**config.mk**
```make
export PLATFORM = sky130hd
export DESIGN_NAME = murmur3_32_byte_stream_hash
export DESIGN_NICKNAME = d
export VERILOG_FILES = /design/src/mm3_pkg.sv /design/src/mm3_ctrl.sv /design/src/mm3_dp.sv /design/src/murmur3_32_byte_stream_hash.sv
export SDC_FILE = /design/constraint.sdc
export NUM_CORES = 2
export LEC_CHECK = 0
export BUFFER_PORTS_ARGS = -buffer_cell sky130_fd_sc_hd__buf_2
export CAP_MARGIN = 20
export CORE_MARGIN = 4
export CORE_UTILIZATION = 45
export CTS_BUF_LIST = sky130_fd_sc_hd__clkbuf_8
export DETAILED_ROUTE_END_ITERATION = 12
export PLACE_DENSITY = 0.68
export RECOVER_POWER = 100
export SLEW_MARGIN = 20
export SYNTH_ARGS = -nofsm -noshare
export SYNTH_HDL_FRONTEND = slang
export SYNTH_SLANG_ARGS = --single-unit
```
**constraint.sdc**
```tcl
create_clock -name clk -period 18.3 [get_ports clk]
set_input_delay 0.915 -clock clk [delete_from_list [all_inputs] [get_ports clk]]
set_output_delay 0.915 -clock clk [all_outputs]
set_load 0.01 [all_outputs]
```
**src/mm3_pkg.sv**
```systemverilog
// ----------------------------------------------------------------------------
// mm3_pkg
// Constants, datapath operations and control types of the murmur3 hash.
// ----------------------------------------------------------------------------
package mm3_pkg;

	localparam logic [31:0] MM3_C1 = 32'hcc9e2d51;
	localparam logic [31:0] MM3_C2 = 32'h1b873593;
	localparam logic [31:0] MM3_N  = 32'he6546b64;
	localparam logic [31:0] MM3_F1 = 32'h85ebca6b;
	localparam logic [31:0] MM3_F2 = 32'hc2b2ae35;

	typedef enum logic [2:0] {
		OP_NONE,
		OP_SCR1,
		OP_SCR2,
		OP_MIX,
		OP_FIN1,
		OP_FIN2,
		OP_OUT
	} op_t;

	typedef struct packed {
		op_t  op;
		logic load;
		logic use_x;
	} cmd_t;

	typedef struct packed {
		logic blk_done;
		logic tail_nz;
		logic out_busy;
	} sts_t;

endpackage

```
**src/mm3_ctrl.sv**
```systemverilog
// ----------------------------------------------------------------------------
// mm3_ctrl
// Sequencer that steps the shared multiplier through block mixing and
// finalization and owns the input ready.
// ----------------------------------------------------------------------------
module mm3_ctrl (
	input  logic          clk,
	input  logic          arst_n,
	input  logic          s_axis_tvalid,
	input  logic          s_axis_tlast,
	input  logic          byte_valid,
	output logic          s_axis_tready,
	input  mm3_pkg::sts_t sts,
	output mm3_pkg::cmd_t cmd
);
	import mm3_pkg::*;

	typedef enum logic [2:0] {
		ST_IDLE,
		ST_SCR1,
		ST_SCR2,
		ST_MIX,
		ST_FIN1,
		ST_FIN2,
		ST_OUT
	} state_t;

	state_t state_q, state_d;
	logic   blk_q, blk_d;
	logic   last_q, last_d;
	logic   tail_q, tail_d;
	logic   tready_q;
	logic   load;

	assign load = s_axis_tvalid & tready_q & (byte_valid | s_axis_tlast);

	always_comb begin
		state_d = state_q;
		blk_d   = blk_q;
		last_d  = last_q;
		tail_d  = tail_q;
		case (state_q)
			ST_IDLE: begin
				if (load) begin
					last_d = s_axis_tlast;
					blk_d  = sts.blk_done;
					tail_d = 1'b0;
					if (sts.blk_done) begin
						state_d = ST_SCR1;
					end else if (s_axis_tlast) begin
						tail_d  = sts.tail_nz;
						state_d = sts.tail_nz ? ST_SCR1 : ST_FIN1;
					end
				end
			end
			ST_SCR1: state_d = ST_SCR2;
			ST_SCR2: state_d = blk_q ? ST_MIX : ST_FIN1;
			ST_MIX:  state_d = last_q ? ST_FIN1 : ST_IDLE;
			ST_FIN1: state_d = ST_FIN2;
			ST_FIN2: state_d = ST_OUT;
			ST_OUT: begin
				if (!sts.out_busy) begin
					state_d = ST_IDLE;
				end
			end
			default: state_d = ST_IDLE;
		endcase
	end

	always_comb begin
		cmd.load  = load;
		cmd.use_x = tail_q;
		case (state_q)
			ST_SCR1: cmd.op = OP_SCR1;
			ST_SCR2: cmd.op = OP_SCR2;
			ST_MIX:  cmd.op = OP_MIX;
			ST_FIN1: cmd.op = OP_FIN1;
			ST_FIN2: cmd.op = OP_FIN2;
			ST_OUT:  cmd.op = sts.out_busy ? OP_NONE : OP_OUT;
			default: cmd.op = OP_NONE;
		endcase
	end

	always_ff @(posedge clk or negedge arst_n) begin
		if (!arst_n) begin
			state_q  <= ST_IDLE;
			blk_q    <= 1'b0;
			last_q   <= 1'b0;
			tail_q   <= 1'b0;
			tready_q <= 1'b1;
		end else begin
			state_q  <= state_d;
			blk_q    <= blk_d;
			last_q   <= last_d;
			tail_q   <= tail_d;
			tready_q <= (state_d == ST_IDLE);
		end
	end

	assign s_axis_tready = tready_q;

endmodule

```
**src/mm3_dp.sv**
```systemverilog
// ----------------------------------------------------------------------------
// mm3_dp
// Datapath: byte packing, length count, running hash, one shared 32x32
// multiplier, seed register and the output register.
// ----------------------------------------------------------------------------
module mm3_dp (
	input  logic          clk,
	input  logic          arst_n,
	input  logic [7:0]    data_byte,
	input  logic          byte_valid,
	input  logic          cfg_valid,
	input  logic [31:0]   cfg_data,
	input  mm3_pkg::cmd_t cmd,
	output mm3_pkg::sts_t sts,
	output logic          m_axis_tvalid,
	input  logic          m_axis_tready,
	output logic [31:0]   m_axis_tdata
);
	import mm3_pkg::*;

	logic [31:0] seed_q;
	logic [31:0] h_q;
	logic [23:0] pend_q;
	logic [1:0]  cnt_q;
	logic [31:0] len_q;
	logic [31:0] x_q;
	logic [31:0] out_q;
	logic        open_q;
	logic        out_vld_q;

	logic [31:0] base_h;
	logic [23:0] base_pend;
	logic [1:0]  base_cnt;
	logic [31:0] base_len;
	logic [23:0] ins_pend;
	logic        blk_done;
	logic [31:0] mul_a;
	logic [31:0] mul_b;
	logic [31:0] prod;
	logic [31:0] mix_r;
	logic [31:0] mix_h;
	logic [31:0] fin_t;

	always_comb begin
		base_h    = open_q ? h_q : seed_q;
		base_pend = open_q ? pend_q : 24'd0;
		base_cnt  = open_q ? cnt_q : 2'd0;
		base_len  = open_q ? len_q : 32'd0;
		blk_done  = byte_valid && (base_cnt == 2'd3);
		case (base_cnt)
			2'd0:    ins_pend = {16'd0, data_byte};
			2'd1:    ins_pend = {8'd0, data_byte, base_pend[7:0]};
			2'd2:    ins_pend = {data_byte, base_pend[15:0]};
			default: ins_pend = base_pend;
		endcase
	end

	assign sts.blk_done = blk_done;
	assign sts.tail_nz  = byte_valid || (base_cnt != 2'd0);
	assign sts.out_busy = out_vld_q && !m_axis_tready;

	assign fin_t = h_q ^ (cmd.use_x ? x_q : 32'd0) ^ len_q;
	assign mix_r = {(h_q[18:0] ^ x_q[18:0]), (h_q[31:19] ^ x_q[31:19])};
	assign mix_h = (mix_r << 2) + mix_r + MM3_N;

	always_comb begin
		case (cmd.op)
			OP_SCR1: begin
				mul_a = x_q;
				mul_b = MM3_C1;
			end
			OP_SCR2: begin
				mul_a = {x_q[16:0], x_q[31:17]};
				mul_b = MM3_C2;
			end
			OP_FIN1: begin
				mul_a = fin_t ^ (fin_t >> 16);
				mul_b = MM3_F1;
			end
			OP_FIN2: begin
				mul_a = x_q ^ (x_q >> 13);
				mul_b = MM3_F2;
			end
			default: begin
				mul_a = x_q;
				mul_b = 32'd0;
			end
		endcase
	end

	assign prod = mul_a * mul_b;

	always_ff @(posedge clk or negedge arst_n) begin
		if (!arst_n) begin
			seed_q    <= 32'd0;
			cnt_q     <= 2'd0;
			open_q    <= 1'b0;
			out_vld_q <= 1'b0;
		end else begin
			if (cfg_valid) begin
				seed_q <= cfg_data;
			end
			if (cmd.load) begin
				open_q <= 1'b1;
				if (blk_done) begin
					cnt_q <= 2'd0;
				end else if (byte_valid) begin
					cnt_q <= base_cnt + 2'd1;
				end else begin
					cnt_q <= base_cnt;
				end
			end
			if (cmd.op == OP_OUT) begin
				open_q    <= 1'b0;
				out_vld_q <= 1'b1;
			end else if (m_axis_tready) begin
				out_vld_q <= 1'b0;
			end
		end
	end

	always_ff @(posedge clk) begin
		if (cmd.load) begin
			h_q   <= base_h;
			len_q <= base_len + {31'd0, byte_valid};
			if (blk_done) begin
				pend_q <= 24'd0;
				x_q    <= {data_byte, base_pend};
			end else if (byte_valid) begin
				pend_q <= ins_pend;
				x_q    <= {8'd0, ins_pend};
			end else begin
				pend_q <= base_pend;
				x_q    <= {8'd0, base_pend};
			end
		end
		case (cmd.op)
			OP_SCR1, OP_SCR2, OP_FIN1, OP_FIN2: x_q <= prod;
			OP_MIX: h_q   <= mix_h;
			OP_OUT: out_q <= x_q ^ (x_q >> 16);
			default: ;
		endcase
	end

	assign m_axis_tvalid = out_vld_q;
	assign m_axis_tdata  = out_q;

endmodule

```
**src/murmur3_32_byte_stream_hash.sv**
```systemverilog
// ----------------------------------------------------------------------------
// murmur3_32_byte_stream_hash
// 32-bit murmur3 hash of keys that arrive one byte per transfer.
// ----------------------------------------------------------------------------
// Keys enter on the s_axis channel, one byte per transfer: tdata holds the
// byte, tuser says that the byte belongs to the key, and tlast closes the key.
// A transfer with tuser low and tlast high closes the key without a byte; one
// with both low is dropped. The finished hash leaves on m_axis, one transfer
// per key. The seed is written on the cfg channel, which is always ready, and
// is sampled at the first transfer of each key.
// A byte that does not complete a four-byte block is packed while the input
// stays ready. The fourth byte of a block drops the input ready, since the
// block passes through the single shared multiplier twice and is then mixed
// into the running hash. A closing transfer adds two multiplier passes for any
// tail bytes and two for the finalizer before the hash goes out on m_axis.
// The output register holds one hash; a stalled receiver lets the next key
// stream in and only holds the following hash back until the register drains.
// Reset clears the seed to zero, drops any open key and the pending output.
// ----------------------------------------------------------------------------
module murmur3_32_byte_stream_hash (
	input  logic        clk,
	input  logic        arst_n,
	input  logic        s_axis_tvalid,
	output logic        s_axis_tready,
	input  logic [7:0]  s_axis_tdata,   // [7:0] data_byte
	input  logic [0:0]  s_axis_tuser,   // [0] byte_valid
	input  logic        s_axis_tlast,
	output logic        m_axis_tvalid,
	input  logic        m_axis_tready,
	output logic [31:0] m_axis_tdata,   // [31:0] hash_value
	input  logic        cfg_valid,
	output logic        cfg_ready,
	input  logic [31:0] cfg_data
);
	import mm3_pkg::*;

	cmd_t cmd;
	sts_t sts;

	assign cfg_ready = 1'b1;

	mm3_ctrl u_ctrl (
		.clk           (clk),
		.arst_n        (arst_n),
		.s_axis_tvalid (s_axis_tvalid),
		.s_axis_tlast  (s_axis_tlast),
		.byte_valid    (s_axis_tuser[0]),
		.s_axis_tready (s_axis_tready),
		.sts           (sts),
		.cmd           (cmd)
	);

	mm3_dp u_dp (
		.clk           (clk),
		.arst_n        (arst_n),
		.data_byte     (s_axis_tdata),
		.byte_valid    (s_axis_tuser[0]),
		.cfg_valid     (cfg_valid),
		.cfg_data      (cfg_data),
		.cmd           (cmd),
		.sts           (sts),
		.m_axis_tvalid (m_axis_tvalid),
		.m_axis_tready (m_axis_tready),
		.m_axis_tdata  (m_axis_tdata)
	);

endmodule

```
# ---- After elaboration in Yosys (flattened, before gate mapping)
# Cells that the tools add are included.
dict set report word_totals {
  ff_bits 195
  latch_bits 0
  mem_bits_rw 0
  rom_bits 0
  in_bits 47
  out_inout_bits 35
  wordCells 93
  memories 0
}
dict set report op_classes {
  n_addsub 4
  mul 1
  div 0
  n_lt_le_gt_ge 0
  eq_ne 16
  shifts 0
  n_mux 33
  n_bitwise 10
  reduce_logical 15
}
# cell count
set ops {}
lappend ops {{2-to-1 mux 32 bit} 8}
lappend ops {{case mux 32 bit (4 select lines)} 1}
lappend ops {{case mux 32 bit (3 select lines)} 1}
lappend ops {{2-to-1 mux 24 bit} 3}
lappend ops {{case mux 24 bit (3 select lines)} 1}
lappend ops {{XOR 32 x 16 -> 32 bit} 2}
lappend ops {{XOR 32 bit} 2}
lappend ops {{adder 32 x 1 -> 32 bit} 1}
lappend ops {{adder 32 bit} 1}
lappend ops {{adder 32 bit, second input constant} 1}
lappend ops {{multiplier 32 x 32 -> 32 bit} 1}
lappend ops {{XOR 32 x 19 -> 32 bit} 1}
lappend ops {{2-to-1 mux 3 bit} 8}
lappend ops {{case mux 3 bit (7 select lines)} 1}
lappend ops {{XOR 19 bit} 1}
lappend ops {{equality test 3 bit, second input constant} 6}
lappend ops {{case mux 3 bit (6 select lines)} 1}
lappend ops {{XOR 13 bit} 1}
lappend ops {{equality test 3 x 2 -> 1 bit, second input constant} 4}
lappend ops {{nonzero test 2 bit} 5}
lappend ops {{equality test 3 x 1 -> 1 bit, second input constant} 2}
lappend ops {{zero test 3 bit} 2}
lappend ops {{2-to-1 mux 1 bit} 6}
lappend ops {{2-to-1 mux 2 bit} 3}
lappend ops {{12 further kinds} 16}

# ---- Longest topological paths before layout
dict set report logic_depth {
  word_depth 9
  mapped_depth 40
  mapped_depth_nobuf 36
}

# ---- By module
# A second synthesis with hierarchy kept.
dict set report unflattened {
  cells_unflattened 2806
  area_unflattened_um2 27007.2
}
# module n_inst cells_per_inst area_each_um2 seq_area_each_um2
set by_module_without_submodules {}
lappend by_module_without_submodules {mm3_dp 1 2759 26545.5 5465.2}
lappend by_module_without_submodules {mm3_ctrl 1 45 450.4 176.4}
lappend by_module_without_submodules {murmur3_32_byte_stream_hash 1 2 11.3 0.0}

# ---- Worst setup path after synthesis
# Ideal clock, no wire load.
dict set report synth_timing {
  path_type {reg-to-reg}
  from {register u_ctrl.tail_q}
  to {register u_dp.x_q[30] (data pin)}
  setup_time_ns 0.264
  arrival_time_ns 8.416
  path_slack_ns 9.621
  stages_incl_launch_ff 38
  cell_sequence {dfrtp_1 buf_6 buf_4 buf_2 nand2_1 xnor2_1 xor2_1 nand2_1 inv_1 nor2_1 nand3_1 o21ai_0 nor2_1 a21oi_1 fa_1 inv_1 fa_1 fa_1 [... 2 more ...] inv_1 fa_1 inv_1 fa_1 inv_1 fa_1 fa_1 ha_1 a21o_1 a21o_1 a21o_1 a21o_1 a221o_1 a221oi_1 o211ai_1 a21oi_1 xor2_1 o21ai_1}
}
dict set report synth_between {
  elab_chain_len 7
}
# item line_no
set synth_rtl {}
lappend synth_rtl {{start, declared} mm3_ctrl.sv:31} ;# logic tail_q, tail_d;
lappend synth_rtl {{start signal, assigned} mm3_ctrl.sv:95} ;# tail_q <= tail_d;
lappend synth_rtl {{2-to-1 mux 32 bit} mm3_dp.sv:62} ;# assign fin_t = h_q ^ (cmd.use_x ? x_q : 32'd0) ^ len_q;
lappend synth_rtl {{XOR 32 bit (2 in a row)} mm3_dp.sv:62}
lappend synth_rtl {{XOR 32 x 16 -> 32 bit} mm3_dp.sv:77} ;# mul_a = fin_t ^ (fin_t >> 16);
lappend synth_rtl {{case mux 32 bit (3 select lines)} mm3_dp.sv:67} ;# case (cmd.op)
lappend synth_rtl {{multiplier 32 x 32 -> 32 bit} mm3_dp.sv:91} ;# assign prod = mul_a * mul_b;
lappend synth_rtl {{2-to-1 mux 32 bit} mm3_dp.sv:137} ;# case (cmd.op)
lappend synth_rtl {{end signal, assigned} mm3_dp.sv:131} ;# x_q <= {8'd0, ins_pend};
lappend synth_rtl {{end signal, assigned} mm3_dp.sv:134} ;# x_q <= {8'd0, base_pend};
lappend synth_rtl {{end signal, assigned} mm3_dp.sv:138} ;# OP_SCR1, OP_SCR2, OP_FIN1, OP_FIN2: x_q <= prod;
lappend synth_rtl {{end, declared} mm3_dp.sv:26} ;# logic [31:0] x_q;
# Every way passes these cells.
# A chain may end at the register's enable or synchronous reset.

# ---- Final worst setup path
dict set report layout_timing {
  from {register u_ctrl.state_q[1]}
  to {register u_dp.x_q[30] (data pin)}
}
dict set report layout_between {
  elab_chain_len 6
  word_cells_on_any_way 16
  cone_classes {mul: 1; eq/ne: 10; mux: 4; reduce/logical: 1}
}
# item line_no
set layout_rtl {}
lappend layout_rtl {{start, declared} mm3_ctrl.sv:28} ;# state_t state_q, state_d;
lappend layout_rtl {{start signal, assigned} mm3_ctrl.sv:92} ;# state_q <= state_d;
lappend layout_rtl {{equality test 3 bit (tied with other cells)} mm3_ctrl.sv:73} ;# case (state_q)
lappend layout_rtl {{case mux 3 bit (6 select lines) (*)} mm3_ctrl.sv:73}
lappend layout_rtl {{equality test 3 bit (tied with other cells)} {mm3_dp.sv:67, mm3_dp.sv:137}}
lappend layout_rtl {{case mux 32 bit (4 select lines) / case mux 32 bit (3 select lines) (equally long branches)} mm3_dp.sv:67}
lappend layout_rtl {{multiplier 32 x 32 -> 32 bit} mm3_dp.sv:91}
lappend layout_rtl {{2-to-1 mux 32 bit (*)} mm3_dp.sv:137}
# Every way passes the cells marked *; elsewhere a longest branch is shown, timed or not.

==> summary by stage <==
Finish
Of the cells placed in the final design, the portion with a size suffix greater than 1 is 6.48%. The layout has 5645 filler cells. In the layout the commonest cells are sky130_fd_sc_hd__inv_1 (547), sky130_fd_sc_hd__fa_1 (398), sky130_fd_sc_hd__nand2_1 (271), sky130_fd_sc_hd__ha_1 (195), sky130_fd_sc_hd__nor2_1 (179). Relative to the synthesized area, the layout overhead comes to 5.21%. For this run, the share of the core covered by cells in the final layout is 48.0%. After the last flow step, the layout net total stands at 3468. The most common cell after layout, fill and taps aside is sky130_fd_sc_hd__inv_1.

Timing
The post-route clock skew is 30.4 ps. The maximum clock frequency is 77.1 MHz. The final number of max-transition violations is 514. The number of hold-slack violations in the final timing report came to 0.

The total setup violations reported at the end of the flow is 0. Measured against its own limit, the worst slew margin works out to -111%. The measured slew at the worst slew-check pin is 3170 ps.

Setup repair after global routing left no endpoint under its margin. Counting I/O delays and the setup requirement, the final critical path takes 12960 ps. The portion of the clock cycle consumed by the worst path in the final layout is 70.8%. The final setup TNS is 0 ps.

Logic synthesis
The synthesized netlist net count is 3449. The synthesis-stage register bit count is 195. Ranked by total cell area, the synthesized netlist is headed by sky130_fd_sc_hd__fa_1 (30%), sky130_fd_sc_hd__edfxtp_1 (17%), sky130_fd_sc_hd__ha_1 (9.0%), sky130_fd_sc_hd__inv_1 (7.6%), sky130_fd_sc_hd__xnor2_1 (4.8%). Sequential elements use 20.9% of the synthesized area. Synthesis handed over a netlist of 2809 instances.

Among all flip-flop cells after synthesis, the most frequent one is sky130_fd_sc_hd__edfxtp_1. The Yosys warning count is 0. The mapped netlist covers 27000 um2. The unique cell type count in the Yosys netlist is 83. Each instance of the synthesized netlist takes up on average 9.61 um2. The share of the synthesized area in the top cell type is 29.5%.

The most area-hungry cell type in the Yosys netlist is sky130_fd_sc_hd__fa_1. The number of flops mapped to enable cells by yosys is 152. Of all flip-flops after synthesis, the portion carrying an async set or reset was 22.1%.

Global route
Entering global routing, the biggest net connects 73 pins. The total overflow reported by the global router is 0. The number of global-route vias before repair was 21900. The number of antenna violations at the first check in global routing was 1. The first global-routing pass estimated 149 mm of wire. The overall routing resource usage is 32.5%.

Setup path
The critical path endpoint category is a register. In this run the worst path has a maximum fanout of 53. The arrival time at the worst endpoint is 13210 ps. The startpoint type of the worst setup path is a register. Counting stages on the worst path, the most repeated cell is sky130_fd_sc_hd__fa_1. The critical path required time is 18540 ps. The cell with the largest stage delay on the worst path is sky130_fd_sc_hd__clkbuf_1.

The category of the critical setup timing path is reg2reg. The stage delay of the slowest cell on the critical path is 2280 ps.

Place
The wire-length estimate of the detail-placed layout is 86.6 mm. The weighted congestion at the end of routability-driven global placement is 1.06. Buffers placed on the I/O ports in this run total 80.

Clock tree
The CTS H-tree depth is 4. The insertion delay to the later sink of the worst-skew pair is 530 ps. The maximum clock path buffer count is 2. The clock slew seen by the registers of the worst setup and hold paths is 130 ps. The number of sinks on the clock net is 195. The clock tree from TritonCTS is done. The number of cells upsized or downsized after cts is 0.

In this run the clock root is driven by a sky130_fd_sc_hd__clkbuf_8. After clock tree synthesis, the flow added hold-fix buffers numbering 0. Post-CTS timing repair inserted 0 buffers for setup. Clock tree synthesis inserted a total of 17 buffers.

Drt
In this run the remaining antenna-violating nets after routing total 0. The final routed DRC violation total is 0. For this block, the initial DRC count from the detailed router was 2113. The total routed wirelength is 103 mm. The vias per cell is 5.72.

Before antenna repair, the detailed router went through 6 iterations. Summing over every cut layer, the via total after detailed routing is 20700. The average detailed-routed wire length per instance is 28.6 um.

Floorplan
Once the floorplan was initialized, standard cells occupied 45.6% of the core. The area enclosed by the die boundary is 64000 um2. The floorplan has 89 rows. From left edge to right edge, the die measures 253 um. The region available for standard cell placement spans 59200 um2. The height of the die is 253 um. 82 I/O pins were placed.

Run status
The final reports fail on capacitance limit, slew limit. The run finished, with violations left.

Run
Max-cap violations in this run came to 12.

Worst hold path
The classification of the worst-slack hold path is reg2reg.
## flip-flops by register name (all words and copies together) (netlist names)
register / flops
u_ctrl.blk_q: 1
u_ctrl.last_q: 1
u_ctrl.s_axis_tready: 1
u_ctrl.state_q: 3
u_ctrl.tail_q: 1
u_dp.cnt_q: 2
u_dp.h_q: 32
u_dp.len_q: 32
u_dp.m_axis_tdata: 32
u_dp.m_axis_tvalid: 1
u_dp.open_q: 1
u_dp.pend_q: 24
u_dp.seed_q: 32
u_dp.x_q: 32
## stage by stage
step	hold WS [ps]	cells	instance area, um2	setup WS [ps]
after CTS	473	3614	28600	7890
after global placement	491	3582	28200	8080
after detailed placement	496	3582	28200	7930
after global routing	540	3614	28400	5010
after floorplan	421	2809	27000	9620
final	516	3615	28400	5340
## logic make-up after synthesis
group | count (synthesis) | share of synthesized area, %
DFF | 195 | 20.9
xor gates and xnor gates | 276 | 9.19
muxes | 40 | 1.67
other | 1 | 0.0139
buffers and inverters | 671 | 9.64
adders and majority gates | 593 | 38.5
and+or+nand+nor | 654 | 11.0
AOI/OAI and AO/OA | 379 | 9.11
## Yosys cell counts, types with 12 or more instances
| cell | n |
|---|---|
| sky130_fd_sc_hd__dfrtp_1 | 42 |
| sky130_fd_sc_hd__nand3_1 | 52 |
| sky130_fd_sc_hd__nand2_1 | 272 |
| sky130_fd_sc_hd__mux2_2 | 37 |
| sky130_fd_sc_hd__o21ai_0 | 96 |
| sky130_fd_sc_hd__edfxtp_1 | 152 |
| sky130_fd_sc_hd__buf_1 | 17 |
| sky130_fd_sc_hd__nand2b_1 | 15 |
| sky130_fd_sc_hd__nor2_1 | 181 |
| sky130_fd_sc_hd__and2_1 | 37 |
| sky130_fd_sc_hd__ha_1 | 195 |
| sky130_fd_sc_hd__o21bai_1 | 13 |
| sky130_fd_sc_hd__a22oi_1 | 12 |
| sky130_fd_sc_hd__a21o_1 | 29 |
| sky130_fd_sc_hd__o21ai_1 | 13 |
| sky130_fd_sc_hd__a32oi_1 | 34 |
| sky130_fd_sc_hd__clkbuf_1 | 77 |
| sky130_fd_sc_hd__fa_1 | 398 |
| sky130_fd_sc_hd__a31oi_1 | 15 |
| sky130_fd_sc_hd__inv_1 | 547 |
| sky130_fd_sc_hd__buf_2 | 19 |
| sky130_fd_sc_hd__or2_2 | 12 |
| sky130_fd_sc_hd__xor2_1 | 121 |
| sky130_fd_sc_hd__xnor2_1 | 148 |
| sky130_fd_sc_hd__nand4_1 | 13 |
| sky130_fd_sc_hd__a21oi_1 | 101 |
| sky130_fd_sc_hd__nor2b_1 | 17 |
## worst max-delay path, delay by kind of cell, from the launching register on
kind | cells | cell delay [ps]
AOI/OAI and AO/OA | 12 | 3650
and+or+nand+nor | 2 | 1380
buffers and inverters | 4 | 2470
adders and majority gates | 9 | 4030
DFF | 1 | 920
xor gates and xnor gates | 1 | 170
## path summary, 6_finish.rpt
| kind | start | end | cells past startpoint | slack [ps] |
|---|---|---|---|---|
| max in group asynchronous | arst_n | u_dp.open_q$_DFFE_PN0P_ | 2 | 15440 |
| hold reg to reg | u_dp.seed_q[7]$_DFFE_PN0P_ | u_dp.seed_q[7]$_DFFE_PN0P_ | 1 | 520 |
| hold / removal | u_dp.seed_q[7]$_DFFE_PN0P_ | u_dp.seed_q[7]$_DFFE_PN0P_ | 1 | 520 |
| setup reg to reg | u_ctrl.state_q[1]$_DFF_PN0_ | u_dp.x_q[30]$_DFFE_PP_ | 28 | 5340 |
| setup / recovery | u_ctrl.state_q[1]$_DFF_PN0_ | u_dp.x_q[30]$_DFFE_PP_ | 28 | 5340 |
| min in group asynchronous | arst_n | u_dp.seed_q[28]$_DFFE_PN0P_ | 2 | 1250 |
## cell type report
class | count | area [um2] | area share (%)
diodes | 1 | 2.50 | 0.00881
clock buffers | 17 | 234 | 0.823
clock inverters | 15 | 144 | 0.506
inverters | 547 | 2050 | 7.23
multi-input cells | 1943 | 18800 | 66.1
flip-flops and latches | 195 | 5640 | 19.9
well taps | 773 | 967 | 3.40
repair buffers | 124 | 597 | 2.10
## layer usage
layer	share of wire (%)	vias up	wire (um)	global-route usage, %
li1	-	8937	-	-
met1	38	10400	39700	41.5
met2	45	1050	46900	51.4
met3	7.8	301	8030	5.26
met4	8.5	2	8760	21.6
met5	0.013	-	13	0
Power is not shown: default switching activity piles up to over one toggle a cycle in this logic, so the estimate is an artifact.
